## src/rtl/tosl_pkg.sv

```systemverilog
`timescale 1ns / 1ps
// ----------------------------------------------------------------------------
// tosl_pkg - shared types and constants of the speed and link watch
// Field widths, configuration register indexes, reset values and the link
// state codes used by the speed and link watch and its serial divider.
// ----------------------------------------------------------------------------
package tosl_pkg;

    // Field widths
    localparam int TIME_W   = 32;
    localparam int POS_W    = 16;
    localparam int CONF_W   = 8;
    localparam int SEQ_W    = 16;
    localparam int TMO_W    = 16;
    localparam int WEIGHT_W = 9;
    localparam int SPEED_W  = 32;
    localparam int COUNT_W  = 32;

    // Stream word widths (fields packed from bit 0, padded to whole bytes)
    localparam int IN_TDATA_W  = 112;
    localparam int OUT_TDATA_W = 136;

    // Configuration port
    localparam int CFG_ADDR_W = 2;
    localparam int CFG_DATA_W = 16;

    localparam logic [CFG_ADDR_W-1:0] CFG_CONF_MIN = 2'd0;
    localparam logic [CFG_ADDR_W-1:0] CFG_TIMEOUT  = 2'd1;
    localparam logic [CFG_ADDR_W-1:0] CFG_WEIGHT   = 2'd2;

    localparam logic [CONF_W-1:0]   CONF_MIN_RST = 8'd0;
    localparam logic [TMO_W-1:0]    TIMEOUT_RST  = 16'd100;
    localparam logic [WEIGHT_W-1:0] WEIGHT_RST   = 9'd77;

    // Blend: weight is out of 256, result rounded half away from zero
    localparam logic [WEIGHT_W-1:0] WEIGHT_ONE  = 9'd256;
    localparam int                  BLEND_SHIFT = 8;
    localparam int                  SUM_W       = 42;

    typedef enum logic [1:0] {
        LINK_WAITING = 2'd0,
        LINK_READY   = 2'd1,
        LINK_INVALID = 2'd2,
        LINK_TIMEOUT = 2'd3
    } link_state_t;

endpackage

```

## src/rtl/tosl_div.sv

```systemverilog
`timescale 1ns / 1ps
// ----------------------------------------------------------------------------
// tosl_div - bit-serial restoring divider
// Divides an unsigned DIV_W-bit dividend by a 32-bit divisor, one quotient
// bit per cycle. done pulses for one cycle when the quotient is complete.
// The divisor must hold steady until done.
// ----------------------------------------------------------------------------
module tosl_div #(
    parameter int DIV_W = 35
) (
    input  logic                       aclk,
    input  logic                       aresetn,
    input  logic                       start,
    input  logic [DIV_W-1:0]           dividend,
    input  logic [tosl_pkg::TIME_W-1:0] divisor,
    output logic                       done,
    output logic [DIV_W-1:0]           quotient
);
    import tosl_pkg::*;

    localparam int CNT_W = $clog2(DIV_W);
    localparam logic [CNT_W-1:0] LAST_STEP = CNT_W'(DIV_W - 1);

    logic [TIME_W-1:0] rem_reg, rem_next;
    logic [DIV_W-1:0]  quo_reg, quo_next;
    logic [CNT_W-1:0]  cnt_reg;
    logic              busy_reg;
    logic              done_reg;
    logic [TIME_W:0]   trial;
    logic [TIME_W+1:0] diff;

    // One restoring step: bring in the next dividend bit, try to subtract
    always_comb begin
        trial = {rem_reg, quo_reg[DIV_W-1]};
        diff  = {1'b0, trial} - {2'b00, divisor};
        if (!diff[TIME_W+1]) begin
            rem_next = diff[TIME_W-1:0];
            quo_next = {quo_reg[DIV_W-2:0], 1'b1};
        end else begin
            rem_next = trial[TIME_W-1:0];
            quo_next = {quo_reg[DIV_W-2:0], 1'b0};
        end
    end

    // Step sequencing
    always_ff @(posedge aclk) begin
        if (!aresetn) begin
            busy_reg <= 1'b0;
            done_reg <= 1'b0;
            cnt_reg  <= '0;
        end else begin
            done_reg <= 1'b0;
            if (start) begin
                busy_reg <= 1'b1;
                cnt_reg  <= '0;
            end else if (busy_reg) begin
                cnt_reg <= cnt_reg + 1'b1;
                if (cnt_reg == LAST_STEP) begin
                    busy_reg <= 1'b0;
                    done_reg <= 1'b1;
                end
            end
        end
    end

    // Remainder and dividend/quotient shift register
    always_ff @(posedge aclk) begin
        if (start) begin
            rem_reg <= '0;
            quo_reg <= dividend;
        end else if (busy_reg) begin
            rem_reg <= rem_next;
            quo_reg <= quo_next;
        end
    end

    assign done     = done_reg;
    assign quotient = quo_reg;

endmodule

```

## src/rtl/tracked_object_speed_and_link_watch.sv

```systemverilog
`timescale 1ns / 1ps
// ----------------------------------------------------------------------------
// tracked_object_speed_and_link_watch - smoothed speed and camera link watch
//
//  channel   dir  handshake          contents
//  s_*       in   s_tvalid/s_tready  one tick, optionally with a camera frame
//  m_*       out  m_tvalid/m_tready  link state, speed, counters, latest frame
//  cfg_*     in   cfg_we             confidence min, timeout, blend weight
//
// A tick without a frame, or a frame that gives no speed, passes the check,
// watchdog and emit steps; a frame that gives a speed also passes multiply,
// divide (one quotient bit per cycle), saturate, blend and round. The next
// tick waits for emit; a finished word waits in the output register and
// a stalled m_tready holds the block in its last step. Reset (aresetn,
// synchronous, active low) clears control, settings, tracker and m_tvalid.
// ----------------------------------------------------------------------------
module tracked_object_speed_and_link_watch #(
    parameter int SPEED_FRACTION_BITS = 8
) (
    input  logic                              aclk,
    input  logic                              aresetn,
    // input stream
    input  logic                              s_tvalid,
    output logic                              s_tready,
    // now_ms, frame_position_mm, frame_valid, frame_confidence,
    // frame_sequence, frame_receive_ms
    input  logic [tosl_pkg::IN_TDATA_W-1:0]   s_tdata,
    // mode
    input  logic                              s_tuser,
    // result stream
    output logic                              m_tvalid,
    input  logic                              m_tready,
    // link_state, speed_q8, valid_frames, timeouts, have_frame,
    // latest_sequence, latest_position_mm
    output logic [tosl_pkg::OUT_TDATA_W-1:0]  m_tdata,
    // configuration writes
    input  logic                              cfg_we,
    input  logic [tosl_pkg::CFG_ADDR_W-1:0]   cfg_index,
    input  logic [tosl_pkg::CFG_DATA_W-1:0]   cfg_wdata
);
    import tosl_pkg::*;

    // Numerator magnitude = |diff| * 1000 * 2^F, plus half the gap
    localparam int SCALE_W = 10 + SPEED_FRACTION_BITS;
    localparam int PROD_W  = POS_W + SCALE_W;
    localparam int DIV_W   = PROD_W + 1;
    localparam int QX_W    = (DIV_W > 33) ? DIV_W : 33;

    localparam logic [SCALE_W-1:0] SPEED_SCALE = SCALE_W'(1000 << SPEED_FRACTION_BITS);
    localparam logic [QX_W-1:0]    SAT_POS     = QX_W'(64'h7FFF_FFFF);
    localparam logic [QX_W-1:0]    SAT_NEG     = QX_W'(64'h8000_0000);
    localparam logic [SUM_W-1:0]   ROUND_HALF  = SUM_W'(1 << (BLEND_SHIFT - 1));

    typedef enum logic [3:0] {
        ST_IDLE,
        ST_CHECK,
        ST_MUL,
        ST_DINIT,
        ST_DIV,
        ST_SAT,
        ST_BLEND1,
        ST_BLEND2,
        ST_ROUND1,
        ST_ROUND2,
        ST_WATCH,
        ST_EMIT
    } state_t;

    state_t state_reg;

    // Configuration
    logic [CONF_W-1:0]   conf_min_reg;
    logic [TMO_W-1:0]    timeout_reg;
    logic [WEIGHT_W-1:0] weight_reg;

    // Tracker state
    logic                       seen_reg;
    logic                       have_last_reg;
    logic signed [POS_W-1:0]    last_pos_reg;
    logic [TIME_W-1:0]          last_pos_time_reg;
    logic [TIME_W-1:0]          last_valid_reg;
    logic signed [SPEED_W-1:0]  smoothed_reg;
    logic [COUNT_W-1:0]         accepted_reg;
    logic [COUNT_W-1:0]         timeout_cnt_reg;
    link_state_t                link_reg;
    logic [SEQ_W-1:0]           last_seq_reg;

    // Latched input word
    logic                    mode_reg;
    logic [TIME_W-1:0]       now_reg;
    logic signed [POS_W-1:0] pos_reg;
    logic                    fvalid_reg;
    logic [CONF_W-1:0]       conf_reg;
    logic [SEQ_W-1:0]        seq_reg;
    logic [TIME_W-1:0]       recv_reg;

    // Working registers
    logic [TIME_W-1:0]         gap_reg;
    logic                      neg_reg;
    logic [POS_W-1:0]          mag_reg;
    logic [PROD_W-1:0]         prod_reg;
    logic signed [SPEED_W-1:0] raw_reg;
    logic signed [SUM_W-1:0]   p1_reg;
    logic signed [SUM_W-1:0]   sum_reg;
    logic [SUM_W-1:0]          rnd_reg;
    logic                      rneg_reg;

    // Output register
    logic                   m_tvalid_reg;
    logic [OUT_TDATA_W-1:0] m_tdata_reg;

    // Combinational next values
    logic                      accepted;
    logic [TIME_W-1:0]         gap_next;
    logic [POS_W:0]            diff_next;
    logic [POS_W:0]            mag_next;
    logic [PROD_W-1:0]         prod_next;
    logic [DIV_W-1:0]          dividend;
    logic [DIV_W-1:0]          quotient;
    logic                      div_start;
    logic                      div_done;
    logic [QX_W-1:0]           q_ext;
    logic signed [SPEED_W-1:0] raw_next;
    logic [WEIGHT_W-1:0]       w_eff;
    logic [WEIGHT_W-1:0]       inv_w;
    logic signed [SUM_W-1:0]   p1_next;
    logic signed [SUM_W-1:0]   sum_next;
    logic [SUM_W-1:0]          rnd_next;
    logic [SPEED_W-1:0]        smooth_q;
    logic signed [SPEED_W-1:0] smooth_next;
    logic [TIME_W-1:0]         age;
    logic                      expired;

    // Frame acceptance, gap and position change
    always_comb begin
        accepted  = fvalid_reg && (conf_reg >= conf_min_reg);
        gap_next  = recv_reg - last_pos_time_reg;
        diff_next = {pos_reg[POS_W-1], pos_reg} - {last_pos_reg[POS_W-1], last_pos_reg};
        mag_next  = diff_next[POS_W] ? ((POS_W+1)'(0) - diff_next) : diff_next;
    end

    // Numerator magnitude and rounded dividend
    assign prod_next = PROD_W'(mag_reg) * PROD_W'(SPEED_SCALE);
    assign dividend  = DIV_W'(prod_reg) + DIV_W'(gap_reg[TIME_W-1:1]);
    assign div_start = (state_reg == ST_DINIT);

    tosl_div #(
        .DIV_W (DIV_W)
    ) u_div (
        .aclk     (aclk),
        .aresetn  (aresetn),
        .start    (div_start),
        .dividend (dividend),
        .divisor  (gap_reg),
        .done     (div_done),
        .quotient (quotient)
    );

    // Raw speed: apply sign and saturate to 32 bits
    always_comb begin
        q_ext = QX_W'(quotient);
        if (!neg_reg) begin
            raw_next = (q_ext > SAT_POS) ? SPEED_W'(32'h7FFF_FFFF) : q_ext[SPEED_W-1:0];
        end else begin
            raw_next = (q_ext > SAT_NEG) ? SPEED_W'(32'h8000_0000)
                                         : SPEED_W'(0) - q_ext[SPEED_W-1:0];
        end
    end

    // Blend and round half away from zero
    always_comb begin
        w_eff       = (weight_reg > WEIGHT_ONE) ? WEIGHT_ONE : weight_reg;
        inv_w       = WEIGHT_ONE - w_eff;
        p1_next     = SUM_W'($signed({1'b0, inv_w})) * SUM_W'(smoothed_reg);
        sum_next    = p1_reg + SUM_W'($signed({1'b0, w_eff})) * SUM_W'(raw_reg);
        rnd_next    = sum_reg[SUM_W-1] ? (ROUND_HALF - $unsigned(sum_reg))
                                       : ($unsigned(sum_reg) + ROUND_HALF);
        smooth_q    = rnd_reg[BLEND_SHIFT +: SPEED_W];
        smooth_next = rneg_reg ? (SPEED_W'(0) - smooth_q) : smooth_q;
    end

    // Watchdog age, modulo 2^32
    assign age     = now_reg - last_valid_reg;
    assign expired = seen_reg && (age > TIME_W'(timeout_reg));

    // Control, state and output register
    always_ff @(posedge aclk) begin
        if (!aresetn) begin
            state_reg         <= ST_IDLE;
            conf_min_reg      <= CONF_MIN_RST;
            timeout_reg       <= TIMEOUT_RST;
            weight_reg        <= WEIGHT_RST;
            seen_reg          <= 1'b0;
            have_last_reg     <= 1'b0;
            last_pos_reg      <= '0;
            last_pos_time_reg <= '0;
            last_valid_reg    <= '0;
            smoothed_reg      <= '0;
            accepted_reg      <= '0;
            timeout_cnt_reg   <= '0;
            link_reg          <= LINK_WAITING;
            last_seq_reg      <= '0;
            m_tvalid_reg      <= 1'b0;
        end else begin
            // register writes
            if (cfg_we) begin
                unique case (cfg_index)
                    CFG_CONF_MIN: conf_min_reg <= cfg_wdata[CONF_W-1:0];
                    CFG_TIMEOUT:  timeout_reg  <= cfg_wdata[TMO_W-1:0];
                    CFG_WEIGHT:   weight_reg   <= cfg_wdata[WEIGHT_W-1:0];
                    default: ;
                endcase
            end

            // word taken; the emit step reloads the register itself
            if (m_tvalid_reg && m_tready && (state_reg != ST_EMIT)) begin
                m_tvalid_reg <= 1'b0;
            end

            unique case (state_reg)
                ST_IDLE: begin
                    if (s_tvalid) begin
                        mode_reg   <= s_tuser;
                        now_reg    <= s_tdata[31:0];
                        pos_reg    <= s_tdata[47:32];
                        fvalid_reg <= s_tdata[48];
                        conf_reg   <= s_tdata[56:49];
                        seq_reg    <= s_tdata[72:57];
                        recv_reg   <= s_tdata[104:73];
                        state_reg  <= ST_CHECK;
                    end
                end
                ST_CHECK: begin
                    if (mode_reg) begin
                        last_seq_reg <= seq_reg;
                        seen_reg     <= 1'b1;
                        if (accepted) begin
                            gap_reg           <= gap_next;
                            neg_reg           <= diff_next[POS_W];
                            mag_reg           <= mag_next[POS_W-1:0];
                            last_pos_reg      <= pos_reg;
                            last_pos_time_reg <= recv_reg;
                            have_last_reg     <= 1'b1;
                            accepted_reg      <= accepted_reg + 1'b1;
                            last_valid_reg    <= recv_reg;
                            link_reg          <= LINK_READY;
                            // speed only with an earlier position and a nonzero gap
                            if (have_last_reg && (gap_next != '0)) begin
                                state_reg <= ST_MUL;
                            end else begin
                                state_reg <= ST_WATCH;
                            end
                        end else begin
                            link_reg  <= LINK_INVALID;
                            state_reg <= ST_WATCH;
                        end
                    end else begin
                        state_reg <= ST_WATCH;
                    end
                end
                ST_MUL: begin
                    prod_reg  <= prod_next;
                    state_reg <= ST_DINIT;
                end
                ST_DINIT: begin
                    state_reg <= ST_DIV;
                end
                ST_DIV: begin
                    if (div_done) begin
                        state_reg <= ST_SAT;
                    end
                end
                ST_SAT: begin
                    raw_reg   <= raw_next;
                    state_reg <= ST_BLEND1;
                end
                ST_BLEND1: begin
                    p1_reg    <= p1_next;
                    state_reg <= ST_BLEND2;
                end
                ST_BLEND2: begin
                    sum_reg   <= sum_next;
                    state_reg <= ST_ROUND1;
                end
                ST_ROUND1: begin
                    rnd_reg   <= rnd_next;
                    rneg_reg  <= sum_reg[SUM_W-1];
                    state_reg <= ST_ROUND2;
                end
                ST_ROUND2: begin
                    smoothed_reg <= smooth_next;
                    state_reg    <= ST_WATCH;
                end
                ST_WATCH: begin
                    // count each entry into timeout once
                    if (expired) begin
                        if (link_reg != LINK_TIMEOUT) begin
                            timeout_cnt_reg <= timeout_cnt_reg + 1'b1;
                        end
                        link_reg <= LINK_TIMEOUT;
                    end
                    state_reg <= ST_EMIT;
                end
                ST_EMIT: begin
                    if (!m_tvalid_reg || m_tready) begin
                        m_tdata_reg  <= OUT_TDATA_W'({last_pos_reg, last_seq_reg, seen_reg,
                                                     timeout_cnt_reg, accepted_reg,
                                                     smoothed_reg, link_reg});
                        m_tvalid_reg <= 1'b1;
                        state_reg    <= ST_IDLE;
                    end
                end
                default: begin
                    state_reg <= ST_IDLE;
                end
            endcase
        end
    end

    assign s_tready = (state_reg == ST_IDLE);
    assign m_tvalid = m_tvalid_reg;
    assign m_tdata  = m_tdata_reg;

endmodule

```

## config.mk

```make
export PLATFORM = sky130hd
export DESIGN_NAME = tracked_object_speed_and_link_watch
export DESIGN_NICKNAME = d
export VERILOG_FILES = /design/src/rtl/tosl_pkg.sv /design/src/rtl/tosl_div.sv /design/src/rtl/tracked_object_speed_and_link_watch.sv
export SDC_FILE = /design/constraint.sdc
export NUM_CORES = 2
export LEC_CHECK = 0
export BUFFER_PORTS_ARGS = -buffer_cell sky130_fd_sc_hd__buf_2
export CAP_MARGIN = 20
export CELL_PAD_IN_SITES_DETAIL_PLACEMENT = 0
export CELL_PAD_IN_SITES_GLOBAL_PLACEMENT = 1
export CORE_UTILIZATION = 54
export DETAILED_ROUTE_END_ITERATION = 7
export PLACE_DENSITY = 0.95
export SYNTH_ARGS = -nofsm -noshare
export SYNTH_HDL_FRONTEND = slang
export SYNTH_SLANG_ARGS = --single-unit
```

## constraint.sdc

```tcl
create_clock -name aclk -period 37.5 [get_ports aclk]
set_clock_uncertainty 0.2 [all_clocks]
set_input_delay 7.5 -clock aclk [delete_from_list [all_inputs] [get_ports aclk]]
set_output_delay 7.5 -clock aclk [all_outputs]
set_load 0.02 [all_outputs]
```

==> impl_metrics.prom <==
# TYPE chip_impl_metric gauge
chip_impl_info{name="run_status",value="completed"} 1
chip_impl_metric{name="cts_buffers",unit=""} 80
chip_impl_metric{name="synth.yosys.seq_area_share",unit="%"} 33.3
chip_impl_info{name="rsz_0062_raised_after_global_routing",value="false"} 1
chip_impl_metric{name="flip_flop_count_of_the_largest_register_after_layout",unit=""} 131
chip_impl_metric{name="power.leakage",unit="nW"} 27.7
chip_impl_metric{name="detail-route-antenna-nets",unit=""} 0
chip_impl_metric{name="clock_path_buffers",unit=""} 3
chip_impl_metric{name="areaGrowthSynthToFinish",unit="%"} 9.20
chip_impl_metric{name="detail_route.drc_violations",unit=""} 0
chip_impl_metric{name="synth-seq-cells",unit=""} 734
chip_impl_metric{name="finish.cell_count_without_fillers",unit=""} 7595
chip_impl_metric{name="detailedRoute.firstPassIterationCount",unit=""} 6
chip_impl_metric{name="clk-insertion-delay-late",unit="ns"} 0.67
chip_impl_metric{name="timing.critical_path.arrival",unit="ns"} 2.27
chip_impl_info{name="tritoncts_clock_tree",value="done"} 1
chip_impl_info{name="cts_root_buffer",value="sky130_fd_sc_hd__clkbuf_16"} 1
chip_impl_info{name="worst_hold_path_type",value="reg2reg"} 1
chip_impl_info{name="timing.critical_path.slowest_stage_cell",value="sky130_fd_sc_hd__nor4_1"} 1
chip_impl_metric{name="multi_input_area",unit="um2"} 35400
chip_impl_metric{name="syn_area_per_cell",unit="um2"} 9.83
chip_impl_metric{name="global_placer_s_final_weighted_congestion",unit=""} 0.903
chip_impl_metric{name="finalInstanceArea",unit="um2"} 64300
chip_impl_metric{name="total_power",unit="mW"} 2.67
chip_impl_metric{name="buffer_ports.inserted",unit=""} 261
chip_impl_metric{name="fin_setup_tns",unit="ns"} 0
chip_impl_metric{name="hpwl",unit="mm"} 106
chip_impl_metric{name="cpPeakStageDelay",unit="ns"} 0.88
chip_impl_info{name="startpoint",value="state_reg[3]"} 1
chip_impl_metric{name="global_route_total_overflow",unit=""} 0
chip_impl_metric{name="worst_setup_hold_path_clk_slew",unit="ns"} 0.06
chip_impl_metric{name="synthesis.area",unit="um2"} 58900
chip_impl_metric{name="power.density_cell_area",unit="nW/um2"} 41.4
chip_impl_metric{name="fp.dieArea",unit="um2"} 110000
chip_impl_info{name="critPathKind",value="reg2out"} 1
chip_impl_metric{name="wire_per_inst",unit="um"} 18.4
chip_impl_metric{name="ctsResizeCount",unit=""} 0
chip_impl_metric{name="setup_violations",unit=""} 0
chip_impl_metric{name="num_io_pins",unit=""} 274
chip_impl_info{name="layout_commonest_cell",value="sky130_fd_sc_hd__inv_1"} 1
chip_impl_metric{name="maxCapViolCount",unit=""} 0
chip_impl_metric{name="seq_area",unit="um2"} 19600
chip_impl_info{name="layout.cells.most_common_list",value="sky130_fd_sc_hd__inv_1 (797), sky130_fd_sc_hd__nand2_1 (715), sky130_fd_sc_hd__fa_1 (567)"} 1
chip_impl_metric{name="timing.hold.ws",unit="ns"} 0.229
chip_impl_metric{name="antenna_violations_before_repair",unit=""} 18
chip_impl_metric{name="yosys_warnings",unit=""} 0
chip_impl_metric{name="cts.sink_count",unit=""} 734
chip_impl_info{name="primary_flip_flop_cell_chosen_by_synthesis_mapping",value="sky130_fd_sc_hd__edfxtp_1"} 1
chip_impl_metric{name="timing.final.crit_share",unit="%"} 26.6
chip_impl_metric{name="die_x",unit="um"} 332
chip_impl_metric{name="highest_achievable_clock_rate",unit="MHz"} 100
chip_impl_metric{name="number_of_global_route_vias_before_repair",unit=""} 43700
chip_impl_metric{name="critPathMaxFanout",unit=""} 12
chip_impl_info{name="min_from",value="last_seq_reg[2]"} 1
chip_impl_metric{name="core",unit="um2"} 108000
chip_impl_metric{name="post-place-cells",unit=""} 7436
chip_impl_metric{name="grt_start_max_net_pins",unit=""} 132
chip_impl_metric{name="chipHeight",unit="um"} 332
chip_impl_metric{name="report.final.hold_viol_count",unit=""} 0
chip_impl_metric{name="syn-instance-count",unit=""} 5994
chip_impl_metric{name="route.final.wire_length",unit="mm"} 140
chip_impl_metric{name="ctsHtreeMaxLevel",unit=""} 3
chip_impl_info{name="timing.critical_path.from_type",value="flop"} 1
chip_impl_metric{name="postCtsSetupBuffers",unit=""} 0
chip_impl_info{name="worst_setup_path_end_kind",value="primary output"} 1
chip_impl_metric{name="floorplan.initialDensity",unit="%"} 54.7
chip_impl_metric{name="fin_crit",unit="ns"} 9.97
chip_impl_info{name="rr_startpoint",value="weight_reg[8]"} 1
chip_impl_metric{name="gr-usage-all-layers",unit="%"} 25.7
chip_impl_metric{name="fillCellCount",unit=""} 8821
chip_impl_metric{name="worst_slew_pin_slew",unit="ns"} 1.16
chip_impl_metric{name="grt_first_pass_wirelength",unit="mm"} 229
chip_impl_metric{name="detail_route.iter0.violations",unit=""} 2965
chip_impl_metric{name="post_dp_cell_area",unit="um2"} 61400
chip_impl_metric{name="slew_violations",unit=""} 0
chip_impl_metric{name="via_per_inst",unit=""} 5.69
chip_impl_metric{name="layout.nets",unit=""} 7226
chip_impl_metric{name="synth-async-reset-ratio",unit="%"} 0
chip_impl_metric{name="worst_slew_margin_rel",unit="%"} 23.0
chip_impl_metric{name="fp-row-count",unit=""} 120
chip_impl_metric{name="route.vias.total",unit=""} 43200
chip_impl_metric{name="worstPathRequired",unit="ns"} 29.80
chip_impl_metric{name="vdd_drop_max",unit="mV"} 0.0448
chip_impl_metric{name="synth_edf_count",unit=""} 492
chip_impl_metric{name="holdBufCountCts",unit=""} 0
chip_impl_metric{name="synth.distinct_cells",unit=""} 90
chip_impl_info{name="crit_path_cell_trace",value="nor4_1, buf_2"} 1
chip_impl_metric{name="final_layout_size_suffix_gt1_share",unit="%"} 8.19
synthesized netlist by cell type (20+ instances only):
| library cell | n | area, um2 |
|---|---|---|
| sky130_fd_sc_hd__a211oi_1 | 54 | 405 |
| sky130_fd_sc_hd__o21ai_0 | 208 | 1040 |
| sky130_fd_sc_hd__xnor2_1 | 188 | 1650 |
| sky130_fd_sc_hd__buf_1 | 36 | 135 |
| sky130_fd_sc_hd__a21o_1 | 100 | 751 |
| sky130_fd_sc_hd__ha_1 | 402 | 5030 |
| sky130_fd_sc_hd__edfxtp_1 | 492 | 14800 |
| sky130_fd_sc_hd__o211ai_1 | 29 | 218 |
| sky130_fd_sc_hd__and2_1 | 258 | 1610 |
| sky130_fd_sc_hd__clkbuf_1 | 190 | 713 |
| sky130_fd_sc_hd__o41ai_1 | 20 | 175 |
| sky130_fd_sc_hd__nand4_1 | 33 | 206 |
| sky130_fd_sc_hd__nor2_1 | 261 | 980 |
| sky130_fd_sc_hd__xor2_1 | 108 | 946 |
| sky130_fd_sc_hd__o311ai_1 | 21 | 184 |
| sky130_fd_sc_hd__mux2i_1 | 48 | 480 |
| sky130_fd_sc_hd__a31oi_1 | 20 | 125 |
| sky130_fd_sc_hd__o31ai_1 | 55 | 413 |
| sky130_fd_sc_hd__nor3_1 | 85 | 425 |
| sky130_fd_sc_hd__nor2b_1 | 70 | 438 |
| sky130_fd_sc_hd__fa_1 | 567 | 11400 |
| sky130_fd_sc_hd__dfxtp_1 | 242 | 4840 |
| sky130_fd_sc_hd__a21oi_1 | 347 | 1740 |
| sky130_fd_sc_hd__o21a_1 | 56 | 420 |
| sky130_fd_sc_hd__and3_1 | 51 | 319 |
| sky130_fd_sc_hd__nand2b_1 | 46 | 288 |
| sky130_fd_sc_hd__or4_1 | 42 | 315 |
| sky130_fd_sc_hd__nand2_1 | 715 | 2680 |
| sky130_fd_sc_hd__nor4_1 | 30 | 188 |
| sky130_fd_sc_hd__or3_1 | 53 | 332 |
| sky130_fd_sc_hd__nand3_1 | 82 | 410 |
| sky130_fd_sc_hd__o21bai_1 | 31 | 233 |
| sky130_fd_sc_hd__inv_1 | 797 | 2990 |
metal layers:
metal  global-route usage (%)  vias up  share of wire (%)
li1                         -    20400                  -
met1                     32.4    21400                 41
met2                     44.9     1150                 50
met3                     3.99      263                5.8
met4                     8.17       30                3.1
met5                        0        -               0.13
path summary, 6_finish.rpt:
check	to	slack [ns]	cells after the start
min	m_tdata[101]	0.23	0
max reg2reg	p1_reg[40]	27.69	27
min reg2reg	m_tdata[101]	0.23	0
max	s_tready	27.53	2
area by class of cell:
class | instances | area share (%)
multi-input combinational | 4203 | 55.0
sequential | 734 | 30.5
inverter | 799 | 4.67
clock buffer | 101 | 3.44
tap | 1403 | 2.73
timing repair buffer | 303 | 2.64
clock inverter | 49 | 1.02
antenna | 3 | 0.0117
logic make-up after synthesis:
kind of cell,share of synthesized area (%)
AO/OA/AOI/OAI,11.7
XOR/XNOR,4.40
adder cells (fa/ha/maj),27.8
buffers and inverters,6.92
flip-flops,33.3
multiplexers,0.892
other,0.00636
AND/OR/NAND/NOR,15.0
critical path: cells and delay by family (launching register included):
| kind | cells | cell delay [ns] |
|---|---|---|
| simple gates | 1 | 0.88 |
| flops | 1 | 0.41 |
| buf+inv | 1 | 0.31 |
report_power, final:
group / internal, mW / switching (mW) / total [mW]
combinational: 0.373 / 0.487 / 0.860
sequential: 0.929 / 0.0304 / 0.959
clock: 0.495 / 0.352 / 0.847
stage by stage:
step / worst slack (ns) / util, %
after floorplan: 16.11 / -
after global placement: 27.04 / 57.0
after detailed placement: 27.08 / 57.0
after CTS: 27.56 / 59.7
after global routing: 27.03 / 59.8
final: 27.53 / 59.8
(Power assumes the default switching activity.)
